### src/rtl/core/min_tracking_stack_defines.svh
// ----------------------------------------------------------------------------
// Assertion macros for the min tracking stack
// Shared helpers that min_tracking_stack.sv uses to write its concurrent checks.
// ----------------------------------------------------------------------------
`ifndef MIN_TRACKING_STACK_DEFINES_SVH
`define MIN_TRACKING_STACK_DEFINES_SVH

// Same-cycle implication, sampled on clk and held off during reset.
`define MTS_ASSERT_IMP(lbl, ante, cons, msg) \
  lbl: assert property (@(posedge clk) disable iff (!rst_n) (ante) |-> (cons)) else $error(msg);

// Next-cycle implication, sampled on clk and held off during reset.
`define MTS_ASSERT_NXT(lbl, ante, cons, msg) \
  lbl: assert property (@(posedge clk) disable iff (!rst_n) (ante) |=> (cons)) else $error(msg);

`endif

### src/rtl/core/mts_pkg.sv
// ----------------------------------------------------------------------------
// Min tracking stack package
// Payload types, cell types, error codes and default constants.
// ----------------------------------------------------------------------------
`timescale 1ns / 1ps
`default_nettype none

package mts_pkg;

  // Default number of stack cells.
  localparam int DEPTH_DEF = 1024;

  // Field widths fixed by the interface.
  localparam int VAL_W = 32;
  localparam int TOT_W = 11;
  localparam int CAP_W = 11;

  // Reset value of the capacity register.
  localparam logic [CAP_W-1:0] CAP_RESET = 11'd1024;

  // Value reported for top and minimum while empty.
  localparam logic signed [VAL_W-1:0] EMPTY_READ = -32'sd1;

  // Operation codes.
  localparam logic MODE_PUSH = 1'b0;
  localparam logic MODE_POP  = 1'b1;

  // Register indexes.
  localparam logic REG_CAPACITY = 1'b0;

  // Error codes.
  typedef enum logic [1:0] {
    ERR_OK    = 2'd0,
    ERR_FULL  = 2'd1,
    ERR_EMPTY = 2'd2
  } err_t;

  // Input transaction.
  typedef struct packed {
    logic                    mode;
    logic signed [VAL_W-1:0] push_value;
  } in_t;

  // Result transaction.
  typedef struct packed {
    logic signed [VAL_W-1:0] popped_value;
    logic signed [VAL_W-1:0] top_value;
    logic signed [VAL_W-1:0] current_min;
    logic [TOT_W-1:0]        entry_total;
    logic                    is_empty;
    logic [1:0]              error_code;
  } out_t;

  // One stack entry: its value and the minimum up to and including it.
  typedef struct packed {
    logic signed [VAL_W-1:0] value;
    logic signed [VAL_W-1:0] min;
  } entry_t;

  // Shift control broadcast to every cell.
  typedef struct packed {
    logic push;
    logic pop;
  } shift_t;

endpackage

`default_nettype wire

### src/rtl/core/mts_cell.sv
// ----------------------------------------------------------------------------
// Min tracking stack cell
// Holds one entry and shifts toward the bottom on push, toward the top on pop.
// ----------------------------------------------------------------------------
`timescale 1ns / 1ps
`default_nettype none

module mts_cell (
  input  wire logic            clk,
  input  wire mts_pkg::shift_t ctrl,
  input  wire mts_pkg::entry_t from_above,
  input  wire mts_pkg::entry_t from_below,
  output mts_pkg::entry_t      entry_q
);

  mts_pkg::entry_t entry_r;
  mts_pkg::entry_t entry_nxt;

  // A push takes the neighbor above, a pop the neighbor below.
  always_comb begin
    entry_nxt = entry_r;
    if (ctrl.push) begin
      entry_nxt = from_above;
    end else if (ctrl.pop) begin
      entry_nxt = from_below;
    end
  end

  // Payload storage, no reset needed.
  always_ff @(posedge clk) begin
    entry_r <= entry_nxt;
  end

  assign entry_q = entry_r;

endmodule

`default_nettype wire

### config.mk
export PLATFORM = sky130hd
export DESIGN_NAME = mts_cell
export DESIGN_NICKNAME = d
export VERILOG_FILES = /design/src/rtl/core/min_tracking_stack_defines.svh /design/src/rtl/core/mts_pkg.sv /design/src/rtl/core/mts_cell.sv
export SDC_FILE = /design/constraint.sdc
export NUM_CORES = 1
export LEC_CHECK = 0
export ABC_CLOCK_PERIOD_IN_PS = 3100
export BUFFER_PORTS_ARGS = -buffer_cell sky130_fd_sc_hd__clkbuf_2
export CORE_AREA = 5 5 92 94
export DETAILED_ROUTE_END_ITERATION = 8
export DIE_AREA = 0 0 97 99
export HOLD_SLACK_MARGIN = 0.08
export PLACE_DENSITY = 0.83
export SYNTH_ARGS = -nofsm -noshare
export SYNTH_HDL_FRONTEND = slang
export SYNTH_SLANG_ARGS = --single-unit
### constraint.sdc
create_clock -name clk -period 3.1 [get_ports clk]
set_input_delay 0.62 -clock clk [delete_from_list [all_inputs] [get_ports clk]]
set_output_delay 0.62 -clock clk [all_outputs]
set_load 0.005 [all_outputs]
==> results by group <==
Status
  – Status: complete, no violations

Finish
  – Multi-input gate area: approximately 910 µm²
  – Nets: roughly 470
  – Fillers: 640
  – Register area: a little under 0.002 mm²
  – Diode count: 0
  – Largest register FFs: 64
  – Area delta synth->final: 43.2%
  – Share of cells above drive strength 1: 0.809

Worst setup path
  – Crit Path Max Fanout: 37
  – Crit path DAT: between 1.5 and 2 ns
  – CP endpoint kind: flip-flop
  – Setup crit start: ctrl[1]
  – Worst path required time: about 3.2 ns
  – Startpoint Class: input pin
  – Setup CP Type: input pin to flip-flop

Detailed routing
  – Vias per inst: 4.46
  – Via count of the routed design: roughly 2000
  – DR WL/cell: between 15 and 20 µm
  – # DRC: 0
  – First-pass DRT Iterations: 3
  – 1st-iter DRT viols: between 50 and 60
  – WL final: just under 7000 µm
  – Post-route ant nets: 0

Clock network
  – CTS tree: done
  – Setup bufs post-CTS: 0
  – Sinks on Clock Net: 64
  – Clk pin slew, worst setup/hold paths: 0.08 ns
  – Hold Buf Count CTS: 0
  – H-tree Lvls: 3
  – Max clock buf depth: 2
  – Clk root buf: clkbuf_8
  – CTS Buf Count: 9
  – Post-cts resize count: 0

Yosys
  – Yosys warning count: 0
  – Ys async rst share: 0
  – Main flop type after synthesis: edfxtp_1
  – Unique masters post-synth: 6
  – Synth Area in XOR/XNOR: 0
  – Simple logic cell fraction of the synthesized area: 0.00215
  – Post-Synth Adder-Cell Area: 0
  – Yosys top cell area share: 0.661
  – Synth top cells by count: 64 x edfxtp_1, 49 x mux2_4, 15 x mux2_2, 6 x buf_6
  – Largest family of logic cells by synthesized area: multiplexers
  – Most frequent cell after synthesis: edfxtp_1
  – EDFF count, synth: 64
  – Syn avg cell area: 21.4 µm²
  – Synth Cell Area: 0.00291 mm²
  – Cell count after synthesis: 136
  – Multiplexer area fraction after synthesis: 0.311
  – Leading area contributor after synthesis: edfxtp_1
  – #FFs+latches synth: 64
  – Compound-cell area share of the yosys netlist: 0
  – Syn Nets: between 200 and 300
  – Seq/Total Area, Yosys: 0.661
  – Top area cells in the synthesized netlist: edfxtp_1 66%, mux2_4 25%, mux2_2 5.8%

Flow run
  – MaxCap Viol Count: 0

Timing
  – Max Freq: between 0.5 and 0.6 GHz
  – Worst Hold Margin: approximately 0.58 ns
  – Fin. Hold Viols: 0
  – Slew Limit Headroom: 0.681
  – Final worst path period need: between 1.5 and 2 ns
  – Slew @ Worst Pin: roughly 0.48 ns
  – Fin Setup TNS: 0 ns
  – Final setup fails: 0
  – Fin crit share: 0.548
  – Slew Viols, Final: 0
  – RSZ-0062 raised after global routing: no

Pwr
  – Leak: between 2 and 2.5 nW
  – Worst vdd ir: roughly 0.24 mV
  – Power Density: approximately 500 mW/mm²

Global routing
  – First-pass GRT wire length: approximately 11000 µm
  – Gr usage total: 0.146
  – Initial antenna violation count: 0
  – GR Overflow Total: 0
  – Number of global-route vias before repair: ~2300
  – Pin count of the biggest net entering global routing: 65

Placed design
  – Detailed Place HPWL: around 5500 µm
  – PortBufs: approximately 190
  – GPL Wtd Cong: just over 0.7

Floorplanning
  – Die X: ~97 µm
  – Row count: 32
  – Core Region: roughly 0.0076 mm²
  – Die footprint: ~0.0096 mm²
  – Die Ht: 99 µm
  – Io pins: ~200
  – Starting Density: 0.384

Worst hold path
  – HP Class: input pin to flip-flop
  – Hold path startpoint: from_above[24]
final cells by class:
type / instances / area share
clock buffers: 10 / 0.0307
well taps: 102 / 0.0307
repair buffers: 196 / 0.244
flip-flops and latches: 64 / 0.462
multi-input cells: 65 / 0.219
clock inverters: 6 / 0.0144
logic make-up (layout without fill, tap and decap cells):
group,count (synthesis),in the layout
multiplexers,64,64
flip-flops,64,64
buffers and inverters,7,212
AND/OR/NAND/NOR,1,1
report_power, final:
part,leakage [nW],internal [mW],switching [mW]
Combinational,1.29,0.209,0.130
Clock,0.0920,0.367,0.310
Sequential,0.652,1.06,0.0258
Total,2.03,1.64,0.466
final timing paths:
path,cells past startpoint,endpoint
setup / recovery,3,entry_q[3]
hold / removal,2,entry_q[24]
critical path, stage by stage:
cell and delay [ns]:
buf_4 0.39, buf_12 0.32, mux2_2 0.38
cell usage in the layout, fill, tap and decap left out:
cell	Yosys	routed
buf_4	0	1
edfxtp_1	64	64
mux2_4	49	49
buf_12	0	2
bufinv_16	0	1
clkinv_2	0	3
mux2_2	15	15
clkinvlp_4	0	2
or2_2	0	1
clkbuf_1	0	1
clkbuf_2	0	193
clkbuf_8	0	9
per-stage QoR:
step,utilization,std cells,area (µm²),power [mW],worst slack (ns)
floorplan,-,136,2910,1.26,0.306
global placement,0.525,427,3970,1.44,1.12
detailed placement,0.525,427,3970,1.46,1.07
CTS,0.550,443,4160,2.14,1.43
global route,0.550,443,4160,2.21,1.38
finish,0.550,443,4160,2.10,1.40
routing by layer:
layer,track usage,part of all wire,vias up
met5,0,0,-
met4,0.0659,0.012,0
met2,0.264,0.55,124
li1,-,-,932
met3,0.0715,0.11,10
met1,0.141,0.33,909
(Power assumes the default switching activity.)
